## config.mk

```make
export PLATFORM = sky130hd
export DESIGN_NAME = vdit_cell
export DESIGN_NICKNAME = d
export VERILOG_FILES = /design/src/rtl/vdit_pkg.sv /design/src/rtl/vdit_cell.sv
export SDC_FILE = /design/constraint.sdc
export NUM_CORES = 1
export LEC_CHECK = 0
export ABC_CLOCK_PERIOD_IN_PS = 3800
export BUFFER_PORTS_ARGS = -buffer_cell sky130_fd_sc_hd__buf_2
export CORE_ASPECT_RATIO = 1.25
export CORE_UTILIZATION = 50
export DETAILED_ROUTE_END_ITERATION = 8
export PLACE_DENSITY = 0.78
export SLEW_MARGIN = 20
export SYNTH_ARGS = -nofsm -noshare
export SYNTH_HDL_FRONTEND = slang
export SYNTH_SLANG_ARGS = --single-unit
```

## constraint.sdc

```tcl
create_clock -name clock -period 3.8 [get_ports clock]
set_input_delay 0.76 -clock clock [delete_from_list [all_inputs] [get_ports clock]]
set_output_delay 0.76 -clock clock [all_outputs]
set_load 0.005 [all_outputs]
```

## src/rtl/vdit_pkg.sv

```systemverilog
// Shared types and constants for the vertex deduplication index table.
// Used by the lookup cell and the top level; depends on nothing else.
package vdit_pkg;

   // Default configuration of the table.
   localparam int TableDepthDefault = 64;
   localparam int IndexBitsDefault  = 16;

   // Widths of the fixed stream fields.
   localparam int FieldBits   = 16;
   localparam int ElementBits = 6;

   // Control that travels with a corner from cell to cell.
   typedef struct packed {
      logic valid;   // a corner occupies this stage
      logic clear;   // the corner opens a new mesh
      logic done;    // a slot has been found or allocated
      logic added;   // the slot was allocated for this corner
   } token_ctl_type;

endpackage

```

## src/rtl/vdit_cell.sv

```systemverilog
// One cell of the lookup chain: holds a single table entry and its valid bit.
// Depends on vdit_pkg for the token control struct.
module vdit_cell #(
   parameter int INDEX_BITS = vdit_pkg::IndexBitsDefault,
   parameter int SLOT_BITS  = 6,
   parameter int SLOT       = 0
) (
   input  logic                      clock,
   input  logic                      reset,
   input  logic                      advance,
   input  vdit_pkg::token_ctl_type   up_ctl,
   input  logic [3*INDEX_BITS-1:0]   up_key,
   input  logic [SLOT_BITS-1:0]      up_slot,
   output vdit_pkg::token_ctl_type   dn_ctl,
   output logic [3*INDEX_BITS-1:0]   dn_key,
   output logic [SLOT_BITS-1:0]      dn_slot,
   output logic                      entry_valid
);

   localparam logic [SLOT_BITS-1:0] MySlot = SLOT_BITS'(SLOT);

   logic                      valid_ff;
   logic                      valid_in;
   logic [3*INDEX_BITS-1:0]   entry_ff;
   vdit_pkg::token_ctl_type   ctl_ff;
   vdit_pkg::token_ctl_type   ctl_in;
   logic [3*INDEX_BITS-1:0]   key_ff;
   logic [SLOT_BITS-1:0]      slot_ff;
   logic [SLOT_BITS-1:0]      slot_in;
   logic                      live;
   logic                      seen_valid;
   logic                      hit;
   logic                      take;

   // A corner that opens a mesh invalidates the entry before it is compared.
   // Entries fill from the bottom, so the first empty cell a pending corner
   // meets is the next free slot.
   always_comb begin
      live       = up_ctl.valid && !up_ctl.done;
      seen_valid = valid_ff && !(up_ctl.valid && up_ctl.clear);
      hit        = live && seen_valid && (entry_ff == up_key);
      take       = live && !seen_valid;
      valid_in   = seen_valid || take;
      ctl_in       = up_ctl;
      ctl_in.done  = up_ctl.done || hit || take;
      ctl_in.added = up_ctl.added || take;
      slot_in      = (hit || take) ? MySlot : up_slot;
   end

   // Entry state of the cell and the stage it hands on; only the valid bits
   // are cleared by reset.
   always_ff @(posedge clock) begin
      if (reset) begin
         valid_ff     <= 1'b0;
         ctl_ff.valid <= 1'b0;
      end else if (advance) begin
         valid_ff     <= valid_in;
         ctl_ff.valid <= ctl_in.valid;
      end
      if (advance) begin
         if (take) begin
            entry_ff <= up_key;
         end
         ctl_ff.clear <= ctl_in.clear;
         ctl_ff.done  <= ctl_in.done;
         ctl_ff.added <= ctl_in.added;
         key_ff       <= up_key;
         slot_ff      <= slot_in;
      end
   end

   assign dn_ctl      = ctl_ff;
   assign dn_key      = key_ff;
   assign dn_slot     = slot_ff;
   assign entry_valid = valid_ff;

endmodule

```

# Word-level counts from Yosys, hierarchy flattened
# Cells that the tools add are included.
# Widths: inputs -> output; s select.
[op_classes]
n_shift = 0
n_lt_le_gt_ge = 0
reduce_logical = 15
n_eq_ne = 1
add_sub_neg = 0
n_bitwise = 0
muxes = 0
n_mul = 0
n_div = 0
[op_table]
columns = ["cell", "n"]
rows = [
  ["$eq 48x48->1", 1],
  ["$logic_and 1x1->1", 6],
  ["$logic_or 1x1->1", 5],
  ["$logic_not 1->1", 3],
  ["$reduce_and 2->1", 1],
]
[totals]
ram_bits = 0
in_bits = 61
n_memories = 0
reg_bits = 107
wordCells = 24
rom_bits = 0
latchBits = 0

# Logic depth before layout (Yosys ltp)
# Gate-level depths: netlist of the first run.
[depth]
depth_word = 7
depth_mapped = 5
depth_no_buf = 5

# Least setup slack after synthesis of the first run
# Ideal clock, no wire load.
[synth_path]
path_type = "input-to-reg"
startpoint = "in up_ctl[3] (netlist name)"
endpoint = "reg entry_ff[0] (enable)"
setup_time_ns = 0.454
n_path_buf = 0
required_time_ns = 3.346
setup_slack_ns = 0.243
cell_stages = 3
t_arrival_ns = 3.104
cell_sequence = "nor2b_1 > o21ai_1 > nor2_1"
[synth_via]
elab_chain_len = 6
elab_cells_between_ends = 7
[synth_rtl]
columns = ["item", "line", "rtl"]
rows = [
  ["start: declaration", "vdit_cell.sv:11", "input vdit_pkg::token_ctl_type up_ctl,"],
  ["$logic_and 1x1->1", "vdit_cell.sv:40", "seen_valid = valid_ff && !(up_ctl.valid && up_ctl.clear);"],
  ["$logic_not 1->1", "vdit_cell.sv:40", ""],
  ["$logic_and 1x1->1", "vdit_cell.sv:40", ""],
  ["$logic_not 1->1", "vdit_cell.sv:42", "take = live && !seen_valid;"],
  ["$logic_and 1x1->1 *", "vdit_cell.sv:42", ""],
  ["$reduce_and 2->1 (no source line) *", "-", ""],
  ["end signal: assignment", "vdit_cell.sv:62", "entry_ff <= up_key;"],
  ["end: declaration", "vdit_cell.sv:24", "logic [3*INDEX_BITS-1:0] entry_ff;"],
]
# Mark *: on every way between the ends. The rest lies on a longest branch, timed or not.
# A chain may end at the register's enable or synchronous reset.

# Worst setup path after layout of the first run
[layout_path]
startpoint = "in up_ctl[3] (netlist name)"
endpoint = "reg entry_ff[43] (enable)"
# Same word-level chain as after synthesis.

==> results of run 1 <==
==> worst max-delay path, stage by stage <==
cell and delay (ns):
buf_2 0.09, nor2b_1 0.15, o21ai_1 0.25, nor2_4 0.52
buf_12 0.27
==> cells by family after synthesis <==
kind of cell	Yosys count
XOR/XNOR	46
AND/OR/NAND/NOR	31
flip-flops	107
buffers and inverters	4
AO/OA/AOI/OAI	5
==> per-layer routing <==
layer | wire length (µm) | track usage, %
met1 | 2660 | 20.6
met2 | 3490 | 28.8
met3 | 273 | 3.55
met4 | 122 | 9.07
met5 | 0 | 0
==> through the flow <==
stage | instances | power, mW
2_1_floorplan | 193 | 1.47
3_3_place_gp | 406 | 1.58
3_5_place_dp | 406 | 1.59
4_1_cts | 420 | 2.29
5_1_grt | 420 | 2.35
6_report | 420 | 2.28
==> state kept, by name (all words and copies together) (netlist names) <==
| register | count |
|---|---|
| dn_key | 48 |
| entry_valid | 1 |
| entry_ff | 48 |
| dn_slot | 6 |
| dn_ctl | 4 |
==> cell usage in the layout, fill, tap and decap left out, drive strengths merged <==
master,n
nor3,1
inv,4
a21oi,2
edfxtp,105
xor2,3
nand3,2
dfxtp,2
clkinvlp,1
buf,121
nor2b,1
clkinv,2
clkbuf,9
xnor2,43
o221ai,1
and3,6
nand4,11
bufinv,2
nand3b,1
o21ai,1
nand2,2
a221o,1
nand2b,1
nor2,3
nor4,3
==> cell usage after synthesis <==
library cell	number	area (µm²)
edfxtp_1	105	3150
xnor2_1	43	377
nand4_1	10	62.6
and3_1	6	37.5
inv_1	4	15.0
nor2_1	3	11.3
xor2_1	3	26.3
a21oi_1	2	10.0
dfxtp_1	2	40.0
nand2_1	2	7.51
nand3_1	2	10.0
nor4_2	2	25.0
a221o_1	1	10.0
nand2b_1	1	6.26
nand3b_1	1	7.51
nand4_2	1	12.5
nor2b_1	1	6.26
nor3_2	1	10.0
nor4_1	1	6.26
o21ai_1	1	5.00
o221ai_1	1	8.76
==> worst max path at each step <==
stage	from	to	slack, ns
after floorplan	up_ctl[3]	entry_ff[0]	0.24
after global placement	up_ctl[3]	entry_ff[3]	1.45
after detailed placement	up_ctl[3]	entry_ff[37]	1.39
after CTS	up_ctl[3]	entry_ff[43]	1.76
after global routing	up_key[14]	dn_slot[3]	1.63
final	up_ctl[3]	entry_ff[43]	1.77
==> area by class of cell <==
type	instances	area [µm²]
multi-input cells	82	647
repair buffers	121	623
clock inverters	5	80.1
fillers	543	2600
inverters	4	15.0
clock buffers	9	124
well taps	92	115
flip-flops and latches	107	3190
==> report_power, final <==
part,internal (mW),switching [mW],leakage [nW]
sequential,1.37,0.0180,1.02
clock,0.363,0.352,0.0988
combinational,0.0845,0.0905,0.673
==> results.txt, run 1 <==
CTS tree = yes
Starting Density = 52.0%
first-pass GRT wire length = 9.83 mm
Post-DP HPWL = 4.66 mm
Cell Pwr Density = 474 nW/µm²
Syn-to-layout area delta = 24.7%
# hold bufs at CTS = 0
fin crit share = 53.5%
worst-case clock buffer depth = 2
Setup Viol. Count Final = 0
number of port buffers = 119
Hold Worst Slack = 0.474 ns
clk slew on worst S/H paths = 0.09 ns
Synth Area in Adders = 0%
CTS root buf = clkbuf_8
Placed Instance Area = 4590 µm²
Antenna Cells = 0
CP Max Fanout = 30
crit path kind = primary input to flop
critical path capture point type = flop
drt wl/cell = 15.6 µm
Hold Fails Final Rpt = 0
xor/xnor share of the synthesized area = 10.5%
P_leak = 1.79 nW
post-synthesis sequential area ratio = 83.0%
finished layout cell area = 4800 µm²
worst path required time = 3.84 ns
core area = 7400 µm²
drt total wl = 6.54 mm
max-cap viol count = 0
layout cells sized above 1 = 42.4%
fin crit period = 2.03 ns
worst-case vdd ir drop = 0.320 mV
post-cts sizing count = 0
hold path endpoint = dn_ctl[3]
mapped cell area = 3850 µm²
H-tree depth = 3
Die H = 100 µm
largest net degree at the start of global routing = 60
FF-to-FF setup slack = 1.93 ns
Tightest Hold Check Type = flop to flop
Die X = 80.5 µm
1st-pass router iterations = 4
skew final = 0.0158 ns
Final Max Tran Viols = 0
Vias = 2083
multiplexer area fraction after synthesis = 0%
Starting DRT DRC Count = 101
Final ANT Viol Nets = 0
vias in the first global route = 2040
Rows = 35
Fmax = 492 MHz
vias per cell = 4.96
min-delay src = dn_ctl[3]
Synth Instances = 193
worst path arrival time = 2.08 ns
largest family of logic cells by synthesized area = XOR/XNOR gates
Post-Synth Simple-Gate Area = 5.27%
Synth Area per Inst = 19.9 µm²
drc violations = 0
Post-CTS Setup Bufs = 0
I/O pins = 120
worst hold stages = 2
Synthesized Nets = 254
Final GP Congestion = 0.739
Worst R2R Path Depth = 5
Critical Path Source Type = primary input
synth warn = 0
setup tns final = 0 ns
area fraction in compound gates after synthesis = 0.878%
run status = finished, final reports clean
fin util = 64.8%
number of synthesized register bits = 107
CTS buffer count = 9
initial antenna violation count = 0
Yosys cell types = 21
Nets = 386
Global Route Usage Sum = 17.1%
pre-CTS WS = 1.39 ns
unrepaired setup endpoints after global routing = no
Slew @ Worst Pin = 0.780 ns
DIE AREA = 8050 µm²
grt ovf = 0
RR Endpoint = dn_slot[3]
latest clock arrival within the worst-skew pair = 0.35 ns
Final WS setup = 1.77 ns
clock sinks = 107
worst r2r src = entry_ff[14]
Max-Slew Margin vs Limit = 48.0%
Power figures use the tool's default switching activity.
==> inputs of run 2 (changes only) <==
- ABC_CLOCK_PERIOD_IN_PS: 3800 -> 1950
- clock period: 3.8 -> 1.95 ns (I/O delays scaled with it)
==> run 2 against run 1 <==
Compared with the run above:
- cell area is 0.91% higher
- register-to-register slack got worse by 1.8 ns
- count of clock-buffer cells in the layout grew 4
- routed wire length increased by 2.7%
- non-clock buffer count grew 2
- via count decreased by 0.38%
- setup slack lost 1.7 ns
- flip-flop and latch count unchanged
- cell count up 0.95%
- critical path type is now flop to flop
==> results.txt, run 2 (synthesized netlist as in run 1, its figures left out) <==
met1 Track Usage GR = 20.4% (was 20.6%)
met2 track demand over resource = 31.0% (was 28.8%)
Die H = 100 µm (unchanged)
grt ovf = 0 (unchanged)
final cell count without fillers = 424 (was 420)
fin crit share = 94.2%
Starting Density = 52.0% (unchanged)
clk slew on worst S/H paths = 0.09 ns (about the same)
largest net degree at the start of global routing = 60 (unchanged)
Final WS setup = 0.113 ns (was 1.77 ns)
commonest non-fill, non-tap cell in the layout = buf_2 (unchanged)
internal power = 3.50 mW (was 1.82 mW)
Final Power = 4.39 mW (was 2.28 mW)
Final GP Congestion = 0.728 (was 0.739)
number of port buffers = 119 (unchanged)
setup tns final = 0 ns (unchanged)
Most Crowded Layer GR = met2 (unchanged)
Rows = 35 (unchanged)
Post-DP HPWL = 4.73 mm (was 4.66 mm)
Filler cells = 542 (was 543)
Syn-to-layout area delta = 25.8% (was 24.7%)
DIE AREA = 8050 µm² (unchanged)
switching power share of the total = 20.3% (was 20.2%)
first-pass GRT wire length = 10.1 mm (was 9.83 mm)
critical path capture point type = flop (unchanged)
initial antenna violation count = 0 (unchanged)
most frequent cells in the layout = 119 x buf_2, 105 x edfxtp_1, 43 x xnor2_1 (unchanged)
min-delay src = reset (was dn_ctl[3])
Seq pwr share = 61.4% (was 60.9%)
Critical Path Source Type = flop (was primary input)
P_sw = 0.893 mW (was 0.460 mW)
fin util = 65.4% (was 64.8%)
Max-Slew Margin vs Limit = 57.1% (was 48.0%)
max-cap viol count = 0 (unchanged)
drc violations = 0 (unchanged)
drt total wl = 6.72 mm (was 6.54 mm)
worst-case vdd ir drop = 0.569 mV (was 0.320 mV)
RR Endpoint = dn_slot[1] (was dn_slot[3])
skew final = 0.0145 ns (was 0.0158 ns)
Fmax = 544 MHz
Tightest Hold Check Type = primary input to flop (was flop to flop)
# hold bufs at CTS = 0 (unchanged)
CTS root buf = clkbuf_8 (unchanged)
worst-case clock buffer depth = 2 (unchanged)
Nets = 388 (was 386)
H-tree depth = 3 (unchanged)
Cell Pwr Density = 908 nW/µm² (was 474 nW/µm²)
Antenna Cells = 0 (unchanged)
placed cell count = 408 (was 406)
Worst R2R Path Depth = 5 (unchanged)
FF-to-FF setup slack = 0.11 ns (was 1.93 ns)
worst path arrival time = 1.93 ns (was 2.08 ns)
hold path endpoint = dn_ctl[3] (unchanged)
Hold Worst Slack = 0.197 ns (was 0.474 ns)
pre-CTS WS = -0.0312 ns (was 1.39 ns)
Vias = 2075 (was 2083)
Final ANT Viol Nets = 0 (unchanged)
Final Max Tran Viols = 0 (unchanged)
I/O pins = 120 (unchanged)
fin crit period = 1.84 ns
worst path required time = 2.05 ns (was 3.84 ns)
latest clock arrival within the worst-skew pair = 0.35 ns (about the same)
vias per cell = 4.89 (was 4.96)
Placed Instance Area = 4620 µm² (was 4590 µm²)
drt wl/cell = 15.8 µm (was 15.6 µm)
CP Launch Point = entry_ff[22] (was up_ctl[3])
CTS tree = yes (unchanged)
P_leak = 1.82 nW (was 1.79 nW)
1st-pass router iterations = 4 (unchanged)
finished layout cell area = 4840 µm² (was 4800 µm²)
worst r2r src = entry_ff[22] (was entry_ff[14])
CP Max Fanout = 7 (was 30)
met3 Resource Use GR = 3.09% (was 3.55%)
worst hold stages = 2 (unchanged)
run status = finished, final reports clean (unchanged)
layout cells sized above 1 = 43.1% (was 42.4%)
Setup Viol. Count Final = 0 (unchanged)
CTS buffer count = 9 (unchanged)
Global Route Usage Sum = 17.6% (was 17.1%)
Starting DRT DRC Count = 115 (was 101)
clock sinks = 107 (unchanged)
Die X = 80.5 µm (unchanged)
combinational share of power = 7.9% (was 7.7%)
clock share of power = 30.6% (was 31.4%)
vias in the first global route = 2081 (was 2040)
crit path kind = flop to flop (was primary input to flop)
Slew @ Worst Pin = 0.639 ns (was 0.780 ns)
Hold Fails Final Rpt = 0 (unchanged)
core area = 7400 µm² (unchanged)
==> run 2: worst max path at each step <==
stage / to / slack, ns / cells after the start
after floorplan: entry_ff[0] / 0.07 / 3
after global placement: dn_slot[1] / -0.0005 / 7
after detailed placement: dn_slot[4] / -0.03 / 7
after CTS: dn_slot[4] / 0.07 / 5
after global routing: dn_slot[5] / -0.05 / 5
final: dn_slot[1] / 0.11 / 5
==> run 2: power by group through the flow <==
stage | Combinational, mW | Clock (mW) | Sequential (mW)
CTS | 0.356 | 1.37 | 2.70
detailed placement | 0.353 | 0 | 2.75
finish | 0.349 | 1.35 | 2.70
global placement | 0.342 | 0 | 2.75
floorplan | 0.0964 | 0 | 2.77
global route | 0.385 | 1.45 | 2.71
==> run 2: critical path, cell delays in order, from the launching register on <==
cell      delay (ns)
edfxtp_1        0.39
xnor2_1         0.19
nand4_1         0.20
nor4_4          0.36
nand4_2         0.22
and3_1          0.24
==> run 2: timing repair <==
action	4_1_cts	5_1_grt
setup buffers	0	0
gates resized for setup	0	2
endpoints found under the setup margin	0	6
==> run 2: final cells by class <==
class / count / area (µm²) / share of cell area (%)
Tap cell: 92 / 115 / 2.38
Sequential cell: 107 / 3190 / 66.0
Inverter: 4 / 15.0 / 0.310
Timing Repair Buffer: 123 / 651 / 13.4
Clock buffer: 13 / 159 / 3.28
Multi-Input combinational cell: 82 / 662 / 13.7
Clock inverter: 3 / 46.3 / 0.956
==> run 2: layer usage <==
layer,share of wire (%),vias up
met1,38,1000
met4,1.6,0
li1,-,1004
met3,4.3,8
met5,0,-
met2,56,63
